$ cat src/hw/rtl/b91_pkg.sv
package b91_pkg;

  // Alphabet size and the reciprocal used to divide by it
  localparam int unsigned B91_RADIX       = 91;
  localparam int unsigned B91_RECIP       = 11523;  // ceil(2^20 / 91), exact for 14-bit values
  localparam int unsigned B91_RECIP_SHIFT = 20;

  // Low 13-bit group values at or below this take a 14-bit group instead
  localparam int unsigned B91_WIDE_MAX    = 88;

  // Bit queue geometry
  localparam int unsigned B91_QW   = 13;  // held bits
  localparam int unsigned B91_CW   = 4;   // bit count
  localparam int unsigned B91_GW   = 14;  // widest group
  localparam int unsigned B91_SUMW = 21;  // held bits plus one byte

  typedef struct packed {
    logic [7:0] data_byte;
    logic       end_of_message;
  } b91_in_t;

  typedef struct packed {
    logic [7:0] out_char;
    logic       last_of_run;
    logic       message_done;
  } b91_out_t;

  // One unit of work for the back end: a group pair and/or a flush
  typedef struct packed {
    logic              grp_vld;
    logic [B91_GW-1:0] grp_val;
    logic              fl_vld;
    logic [B91_QW-1:0] fl_val;
    logic              fl_two;
    logic              eom;
  } b91_job_t;

  // Map an alphabet index to its ASCII code
  function automatic logic [7:0] b91_char(input logic [6:0] idx);
    logic [7:0] ch;
    ch = 8'd0;
    if (idx < 7'd26) begin
      ch = 8'd65 + {1'b0, idx};
    end else if (idx < 7'd52) begin
      ch = 8'd97 + {1'b0, idx - 7'd26};
    end else if (idx < 7'd62) begin
      ch = 8'd48 + {1'b0, idx - 7'd52};
    end else begin
      case (idx)
        7'd62:   ch = 8'd33;   // !
        7'd63:   ch = 8'd35;   // #
        7'd64:   ch = 8'd36;   // $
        7'd65:   ch = 8'd37;   // %
        7'd66:   ch = 8'd38;   // &
        7'd67:   ch = 8'd40;   // (
        7'd68:   ch = 8'd41;   // )
        7'd69:   ch = 8'd42;   // *
        7'd70:   ch = 8'd43;   // +
        7'd71:   ch = 8'd44;   // ,
        7'd72:   ch = 8'd46;   // .
        7'd73:   ch = 8'd47;   // /
        7'd74:   ch = 8'd58;   // :
        7'd75:   ch = 8'd59;   // ;
        7'd76:   ch = 8'd60;   // <
        7'd77:   ch = 8'd61;   // =
        7'd78:   ch = 8'd62;   // >
        7'd79:   ch = 8'd63;   // ?
        7'd80:   ch = 8'd64;   // @
        7'd81:   ch = 8'd91;   // [
        7'd82:   ch = 8'd93;   // ]
        7'd83:   ch = 8'd94;   // ^
        7'd84:   ch = 8'd95;   // _
        7'd85:   ch = 8'd96;   // backquote
        7'd86:   ch = 8'd123;  // {
        7'd87:   ch = 8'd124;  // |
        7'd88:   ch = 8'd125;  // }
        7'd89:   ch = 8'd126;  // ~
        7'd90:   ch = 8'd34;   // double quote
        default: ch = 8'd0;
      endcase
    end
    return ch;
  endfunction

endpackage

$ cat src/hw/rtl/b91_front.sv
module b91_front import b91_pkg::*; (
  input  logic     clk_i,
  input  logic     rst_ni,
  input  logic     accept_i,
  input  b91_in_t  in_i,
  output logic     job_wr_o,
  output b91_job_t job_o
);

  logic [B91_QW-1:0]   bq_q, bq_d;
  logic [B91_CW-1:0]   cnt_q, cnt_d;
  logic [B91_SUMW-1:0] sum;
  logic [4:0]          n_all;
  logic [4:0]          n_rest;
  logic [B91_SUMW-1:0] rest;
  logic                take;
  logic                wide;

  // Append the byte above the held bits and split off a group
  always_comb begin
    sum    = {8'b0, bq_q} | ({13'b0, in_i.data_byte} << cnt_q);
    n_all  = {1'b0, cnt_q} + 5'd8;
    take   = n_all > 5'd13;
    wide   = sum[B91_QW-1:0] <= 13'(B91_WIDE_MAX);
    rest   = sum;
    n_rest = n_all;
    job_o.grp_vld = take;
    job_o.grp_val = wide ? sum[B91_GW-1:0] : {1'b0, sum[B91_QW-1:0]};
    if (take) begin
      if (wide) begin
        rest   = sum >> 14;
        n_rest = n_all - 5'd14;
      end else begin
        rest   = sum >> 13;
        n_rest = n_all - 5'd13;
      end
    end
    job_o.fl_vld = in_i.end_of_message && (n_rest != 5'd0);
    job_o.fl_val = rest[B91_QW-1:0];
    job_o.fl_two = (n_rest > 5'd7) || (rest[B91_QW-1:0] > 13'd90);
    job_o.eom    = in_i.end_of_message;
  end

  // Queue only bytes that produce characters
  assign job_wr_o = accept_i && (take || in_i.end_of_message);

  // Keep the remainder, or clear at the end of a message
  always_comb begin
    bq_d  = bq_q;
    cnt_d = cnt_q;
    if (accept_i) begin
      if (in_i.end_of_message) begin
        bq_d  = '0;
        cnt_d = '0;
      end else begin
        bq_d  = rest[B91_QW-1:0];
        cnt_d = n_rest[B91_CW-1:0];
      end
    end
  end

  always_ff @(posedge clk_i or negedge rst_ni) begin
    if (!rst_ni) begin
      bq_q  <= '0;
      cnt_q <= '0;
    end else begin
      bq_q  <= bq_d;
      cnt_q <= cnt_d;
    end
  end

endmodule

$ cat src/hw/rtl/b91_fifo.sv
module b91_fifo import b91_pkg::*; #(
  parameter int unsigned Depth = 2
) (
  input  logic     clk_i,
  input  logic     rst_ni,
  input  logic     wr_i,
  input  b91_job_t wdata_i,
  input  logic     rd_i,
  output b91_job_t rdata_o,
  output logic     full_o,
  output logic     empty_o
);

  localparam int unsigned AW = (Depth > 1) ? $clog2(Depth) : 1;
  localparam int unsigned CW = $clog2(Depth + 1);

  b91_job_t        mem_q [Depth];
  logic [AW-1:0]   wptr_q, wptr_d;
  logic [AW-1:0]   rptr_q, rptr_d;
  logic [CW-1:0]   cnt_q, cnt_d;
  logic            do_wr;
  logic            do_rd;

  assign full_o  = cnt_q == CW'(Depth);
  assign empty_o = cnt_q == '0;
  assign do_wr   = wr_i && !full_o;
  assign do_rd   = rd_i && !empty_o;
  assign rdata_o = mem_q[rptr_q];

  // Advance pointers with wrap and track fill level
  always_comb begin
    wptr_d = wptr_q;
    rptr_d = rptr_q;
    cnt_d  = cnt_q;
    if (do_wr) begin
      wptr_d = (wptr_q == AW'(Depth - 1)) ? '0 : wptr_q + 1'b1;
    end
    if (do_rd) begin
      rptr_d = (rptr_q == AW'(Depth - 1)) ? '0 : rptr_q + 1'b1;
    end
    if (do_wr && !do_rd) begin
      cnt_d = cnt_q + 1'b1;
    end else if (do_rd && !do_wr) begin
      cnt_d = cnt_q - 1'b1;
    end
  end

  always_ff @(posedge clk_i or negedge rst_ni) begin
    if (!rst_ni) begin
      wptr_q <= '0;
      rptr_q <= '0;
      cnt_q  <= '0;
    end else begin
      wptr_q <= wptr_d;
      rptr_q <= rptr_d;
      cnt_q  <= cnt_d;
    end
  end

  // Storage
  always_ff @(posedge clk_i) begin
    if (do_wr) begin
      mem_q[wptr_q] <= wdata_i;
    end
  end

endmodule

$ cat src/hw/rtl/b91_back.sv
module b91_back import b91_pkg::*; (
  input  logic     clk_i,
  input  logic     rst_ni,
  input  logic     job_avail_i,
  input  b91_job_t job_i,
  output logic     job_rd_o,
  input  logic     pop_i,
  output logic     empty_o,
  output b91_out_t out_o
);

  typedef enum logic [3:0] {
    ST_GRP_REM = 4'b0001,
    ST_GRP_QUO = 4'b0010,
    ST_FL_REM  = 4'b0100,
    ST_FL_QUO  = 4'b1000
  } b91_step_e;

  // Divide stage
  logic       div_vld_q;
  b91_job_t   div_job_q;
  logic [7:0] gq_q;
  logic [6:0] fq_q;
  logic [27:0] gprod;
  logic [26:0] fprod;
  logic        div_ld;

  // Emit stage
  b91_step_e   step_q, step_d;
  logic        out_vld_q;
  b91_out_t    out_q, out_d;
  logic        out_rdy;
  logic        emit;
  logic        final_step;
  logic [13:0] g_rem;
  logic [12:0] f_rem;
  logic [7:0]  g_hi;
  logic [6:0]  idx;

  assign out_rdy = !out_vld_q || pop_i;
  assign emit    = div_vld_q && out_rdy;

  // Last character of the current job
  always_comb begin
    if (div_job_q.fl_vld) begin
      final_step = div_job_q.fl_two ? (step_q == ST_FL_QUO) : (step_q == ST_FL_REM);
    end else begin
      final_step = step_q == ST_GRP_QUO;
    end
  end

  assign div_ld   = job_avail_i && (!div_vld_q || (emit && final_step));
  assign job_rd_o = div_ld;

  // Quotients by reciprocal multiply
  assign gprod = {14'b0, job_i.grp_val} * 28'(B91_RECIP);
  assign fprod = {14'b0, job_i.fl_val} * 27'(B91_RECIP);

  always_ff @(posedge clk_i) begin
    if (div_ld) begin
      div_job_q <= job_i;
      gq_q      <= gprod[B91_RECIP_SHIFT +: 8];
      fq_q      <= fprod[B91_RECIP_SHIFT +: 7];
    end
  end

  // Remainders and the group quotient folded into the alphabet
  always_comb begin
    g_rem = div_job_q.grp_val - ({6'b0, gq_q} * 14'(B91_RADIX));
    f_rem = div_job_q.fl_val - ({6'b0, fq_q} * 13'(B91_RADIX));
    g_hi  = (gq_q >= 8'(B91_RADIX)) ? gq_q - 8'(B91_RADIX) : gq_q;
    case (step_q)
      ST_GRP_REM: idx = g_rem[6:0];
      ST_GRP_QUO: idx = g_hi[6:0];
      ST_FL_REM:  idx = f_rem[6:0];
      ST_FL_QUO:  idx = fq_q;
      default:    idx = '0;
    endcase
  end

  // Advance the step; restart on a newly loaded job
  always_comb begin
    step_d = step_q;
    if (div_ld) begin
      step_d = job_i.grp_vld ? ST_GRP_REM : ST_FL_REM;
    end else if (emit) begin
      case (step_q)
        ST_GRP_REM: step_d = ST_GRP_QUO;
        ST_GRP_QUO: step_d = ST_FL_REM;
        ST_FL_REM:  step_d = ST_FL_QUO;
        ST_FL_QUO:  step_d = ST_FL_QUO;
        default:    step_d = ST_GRP_REM;
      endcase
    end
  end

  // Output register
  always_comb begin
    out_d.out_char     = b91_char(idx);
    out_d.last_of_run  = final_step;
    out_d.message_done = final_step && div_job_q.eom;
  end

  always_ff @(posedge clk_i) begin
    if (emit) begin
      out_q <= out_d;
    end
  end

  always_ff @(posedge clk_i or negedge rst_ni) begin
    if (!rst_ni) begin
      div_vld_q <= 1'b0;
      step_q    <= ST_GRP_REM;
      out_vld_q <= 1'b0;
    end else begin
      step_q <= step_d;
      if (div_ld) begin
        div_vld_q <= 1'b1;
      end else if (emit && final_step) begin
        div_vld_q <= 1'b0;
      end
      if (emit) begin
        out_vld_q <= 1'b1;
      end else if (pop_i) begin
        out_vld_q <= 1'b0;
      end
    end
  end

  assign empty_o = !out_vld_q;
  assign out_o   = out_q;

endmodule

$ cat src/hw/rtl/base91_stream_encoder.sv
// The first character of a byte passes the job queue, the divide register and the output register
// before it reaches the result ports. One byte per cycle in while the job queue has room; one
// character per cycle out while the consumer pops, set by the single character output register;
// a byte makes 0 to 2 characters, up to 4 on the final byte.
// Reset clears the bit queue, bit count, job queue pointers and output valid flag; no clearing pass.
module base91_stream_encoder import b91_pkg::*; #(
  parameter int unsigned QueueDepth = 2
) (
  input  logic     clk_i,
  input  logic     rst_ni,
  input  logic     push,
  output logic     full,
  input  b91_in_t  in_data_i,
  output logic     empty,
  input  logic     pop,
  output b91_out_t out_data_o
);

  logic     accept;
  logic     job_wr;
  b91_job_t job_w;
  b91_job_t job_r;
  logic     job_rd;
  logic     q_full;
  logic     q_empty;

  assign full   = q_full;
  assign accept = push && !q_full;

  // Front: merge bytes into the bit queue and form jobs
  b91_front u_front (
    .clk_i    (clk_i),
    .rst_ni   (rst_ni),
    .accept_i (accept),
    .in_i     (in_data_i),
    .job_wr_o (job_wr),
    .job_o    (job_w)
  );

  // Job queue between front and back
  b91_fifo #(
    .Depth (QueueDepth)
  ) u_fifo (
    .clk_i   (clk_i),
    .rst_ni  (rst_ni),
    .wr_i    (job_wr),
    .wdata_i (job_w),
    .rd_i    (job_rd),
    .rdata_o (job_r),
    .full_o  (q_full),
    .empty_o (q_empty)
  );

  // Back: divide, map to characters, deliver
  b91_back u_back (
    .clk_i       (clk_i),
    .rst_ni      (rst_ni),
    .job_avail_i (!q_empty),
    .job_i       (job_r),
    .job_rd_o    (job_rd),
    .pop_i       (pop),
    .empty_o     (empty),
    .out_o       (out_data_o)
  );

endmodule
$ cat config.mk
export PLATFORM = sky130hd
export DESIGN_NAME = base91_stream_encoder
export DESIGN_NICKNAME = d
export VERILOG_FILES = /design/src/hw/rtl/b91_pkg.sv /design/src/hw/rtl/b91_front.sv /design/src/hw/rtl/b91_fifo.sv /design/src/hw/rtl/b91_back.sv /design/src/hw/rtl/base91_stream_encoder.sv
export SDC_FILE = /design/constraint.sdc
export NUM_CORES = 1
export LEC_CHECK = 0
export ABC_AREA = 1
export BUFFER_PORTS_ARGS = -buffer_cell sky130_fd_sc_hd__buf_4
export CAP_MARGIN = 20
export CORE_ASPECT_RATIO = 1.4
export CORE_MARGIN = 4
export CORE_UTILIZATION = 65
export CTS_CLUSTER_SIZE = 28
export DETAILED_ROUTE_END_ITERATION = 8
export HOLD_SLACK_MARGIN = 0.05
export PLACE_DENSITY = 0.82
export SYNTH_ARGS = -nofsm -noshare
export SYNTH_HDL_FRONTEND = slang
export SYNTH_SLANG_ARGS = --single-unit
$ cat constraint.sdc
create_clock -name clk_i -period 9.7 [get_ports clk_i]
set_input_delay 1.455 -clock clk_i [delete_from_list [all_inputs] [get_ports clk_i]]
set_output_delay 1.455 -clock clk_i [all_outputs]
set_load 0.02 [all_outputs]
==> flow_summary.json <==
{
  "status": "completed",
  "finalHoldViolations": 0,
  "grtUsageTotal_pct": 26.9,
  "synth-seq-area-share_pct": 27.1,
  "crit_path_start_kind": "register",
  "syn_area_um2": 14000,
  "wire_per_inst_um": 16.4,
  "timing.max_cap.violations": 0,
  "io_buffer_count": 24,
  "drtAntennaViolNets": 0,
  "max_freq_ghz": 0.162,
  "setup-violations-final": 0,
  "fin_nets": 1993,
  "rsz0062_at_grt": "no",
  "die_w_um": 132,
  "core-area_um2": 21200,
  "grt_pass1_vias": 11665,
  "grt_pass1_wl_um": 53300,
  "gp_congestion": 0.951,
  "whs_path_depth": 2,
  "drive_gt1_share_pct": 8.56,
  "async_reset_ff_share_pct": 20.6,
  "synth_cell_type_count": 57,
  "dp_hpwl_um": 25500,
  "vias_per_cell": 5.77,
  "start_util_pct": 66.2,
  "first_pass_iters": 6,
  "worstReg2RegStart": "u_fifo.rptr_q",
  "crit_type": "reg2reg",
  "relSlewSlack_pct": 28.8,
  "r2r_slack_ns": 3.52,
  "floorplan.die_area_um2": 24000,
  "r2r-end": "u_back.fq_q[6]",
  "synth-main-ff-cell": "edfxtp_1",
  "whs_endpoint": "u_back.div_job_q[15]",
  "worstPathRequired_ns": 9.86,
  "period_needed_ns": 6.18,
  "io_pins": 25,
  "cp.arrival_ns": 6.34,
  "synth_edf_count": 104,
  "grt_overflow": 0,
  "drc": 0,
  "fin_skew_ns": 0.0121,
  "cts_tree": "yes",
  "clk_latency_ns": 0.43,
  "num_rows": 63,
  "tns_ns": 0,
  "clock_sinks": 131,
  "syn_nets": 1972,
  "crit_fanout": 34,
  "post-cts-setup-buffer-count": 0,
  "die_y_um": 182,
  "reg2reg_depth": 21,
  "antenna_found_initial": 0,
  "clk_root_buffer_cell": "clkbuf_16",
  "min-delay-path-class": "reg2reg",
  "max_slew.worst_pin.slew_ns": 1.06,
  "cts-hold-fix-buffers": 0,
  "fin_crit_sh_pct": 63.7,
  "syn_area_per_cell_um2": 8.57,
  "grt_max_degree": 35,
  "drt_wl_total_um": 31700,
  "maxSlewViolCount": 0,
  "clock_path_buffers": 2,
  "syn_inst": 1637,
  "numCtsBuffers": 17,
  "num_vias": 11133,
  "ys_ff_latch": 131,
  "ctsResizeCount": 0,
  "syn_to_final_growth_pct": 7.12,
  "end_kind": "register",
  "clkTransAtPathRegs_ns": 0.06,
  "ys.warnings.count": 0,
  "cts_max_level": 4,
  "drtIter0Drc": 678,
  "min_from": "u_fifo.mem_q[0][15]",
  "n_antenna_cell": 0
}
==> cells in the mapped netlist (all sizes together) (4+ instances only) <==
cell type	n	area share, %
nand2	335	9.5
inv	309	8.3
ha	250	22
nand3	108	4.1
edfxtp	104	22
nor2	77	2.5
o21ai	76	2.8
fa	72	10
a21oi	69	2.6
xor2	33	2.1
nand4	30	1.4
dfrtp	26	4.6
or2	19	0.85
xnor2	19	1.2
buf	15	0.72
o22ai	13	0.58
nor3	12	0.46
clkbuf	10	0.27
nand3b	9	0.48
o211ai	8	0.43
a31oi	7	0.31
a221oi	4	0.25
o21a	4	0.21
==> routing by layer <==
layer	GRT usage, %	part of all wire (%)	vias up
met2	50.8	53	319
met3	3.10	3.8	98
met4	10.9	3.5	0
li1	-	-	5469
met1	30.6	40	5247
met5	0	0	-
==> registers in the layout, summed over array words and instances, names as in the netlist <==
register / cells
u_front.cnt_q: 4
u_back.out_vld_q: 1
u_back.fq_q: 7
u_fifo.rptr_q: 1
u_fifo.wptr_q: 1
u_fifo.cnt_q: 2
u_fifo.mem_q: 62
u_front.bq_q: 13
u_back.step_q: 4
u_back.out_o: 10
u_back.gq_q: 8
u_back.div_vld_q: 1
u_back.div_job_q: 17
==> critical path, stage by stage, from the launching register on <==
cell	delay, ns
dfrtp_1	0.32
buf_4	0.31
inv_1	0.45
or2_2	0.42
o21ai_0	0.16
inv_1	0.20
ha_1	0.36
fa_1	0.51
inv_1	0.04
ha_1	0.26
inv_1	0.04
fa_1	0.47
inv_1	0.05
fa_1	0.49
ha_1	0.36
a21oi_1	0.27
inv_1	0.07
a31oi_1	0.24
o221ai_1	0.16
a221oi_1	0.34
o21ai_0	0.17
xor2_1	0.18
==> final cells by class <==
class | count | area [um^2]
Tap cell | 260 | 325
Clock inverter | 14 | 165
Multi-Input combinational cell | 1169 | 8930
Timing Repair Buffer | 27 | 203
Inverter | 312 | 1170
Fill cell | 1634 | 6170
Sequential cell | 131 | 3800
Clock buffer | 18 | 439
==> worst max path at each step <==
stage | endpoint | slack (ns) | cells after the start | from
5_1_grt | u_back.gq_q[5] | 3.15 | 22 | u_fifo.rptr_q
3_3_place_gp | u_back.fq_q[6] | 3.62 | 21 | u_fifo.rptr_q
3_5_place_dp | u_back.fq_q[6] | 3.65 | 21 | u_fifo.rptr_q
6_report | u_back.fq_q[6] | 3.52 | 21 | u_fifo.rptr_q
4_1_cts | u_back.fq_q[6] | 3.64 | 21 | u_fifo.rptr_q
2_1_floorplan | u_back.gq_q[6] | 4.36 | 24 | u_fifo.rptr_q
==> kinds of logic after synthesis <==
group	share of synthesized area (%)
buffers and inverters	9.34
AND/OR/NAND/NOR	19.5
XOR/XNOR	3.25
flip-flops	27.1
AO/OA/AOI/OAI	8.31
adder cells (fa/ha/maj)	32.6
==> cells in the final DEF, fill, tap and decap left out, types with 4 or more instances in the layout <==
cell type and instances:
nand2_1 313, inv_1 295, ha_1 250, edfxtp_1 104
nand3_1 102, fa_1 72, a21oi_1 65, nor2_1 64
o21ai_0 60, xor2_1 33, nand4_1 29, buf_4 27
dfrtp_1 26, nand2_2 19, xnor2_1 19, or2_2 17
clkbuf_16 17, inv_2 14, o22ai_1 13, o21ai_1 12
nor3_1 11, nand3b_1 9, o211ai_1 8, a31oi_1 7
nor2_2 7, nand3_2 6, inv_6 6, nor2_4 5
o21ai_2 4, a221oi_1 4, o21a_1 4
==> through the flow <==
stage               instances  instance area, um^2  utilization, %  worst slack (ns)  hold slack [ns]
global route             1931                15000            70.9              3.15            0.536
CTS                      1931                15000            70.9              3.64            0.509
finish                   1931                15000            70.9              3.52            0.516
detailed placement       1899                14400            68.0              3.65            0.496
global placement         1899                14400            68.0              3.62            0.493
floorplan                1637                14000               -              4.36            0.472
Power is not shown: default switching activity piles up to over one toggle a cycle in this logic, so the estimate is an artifact.
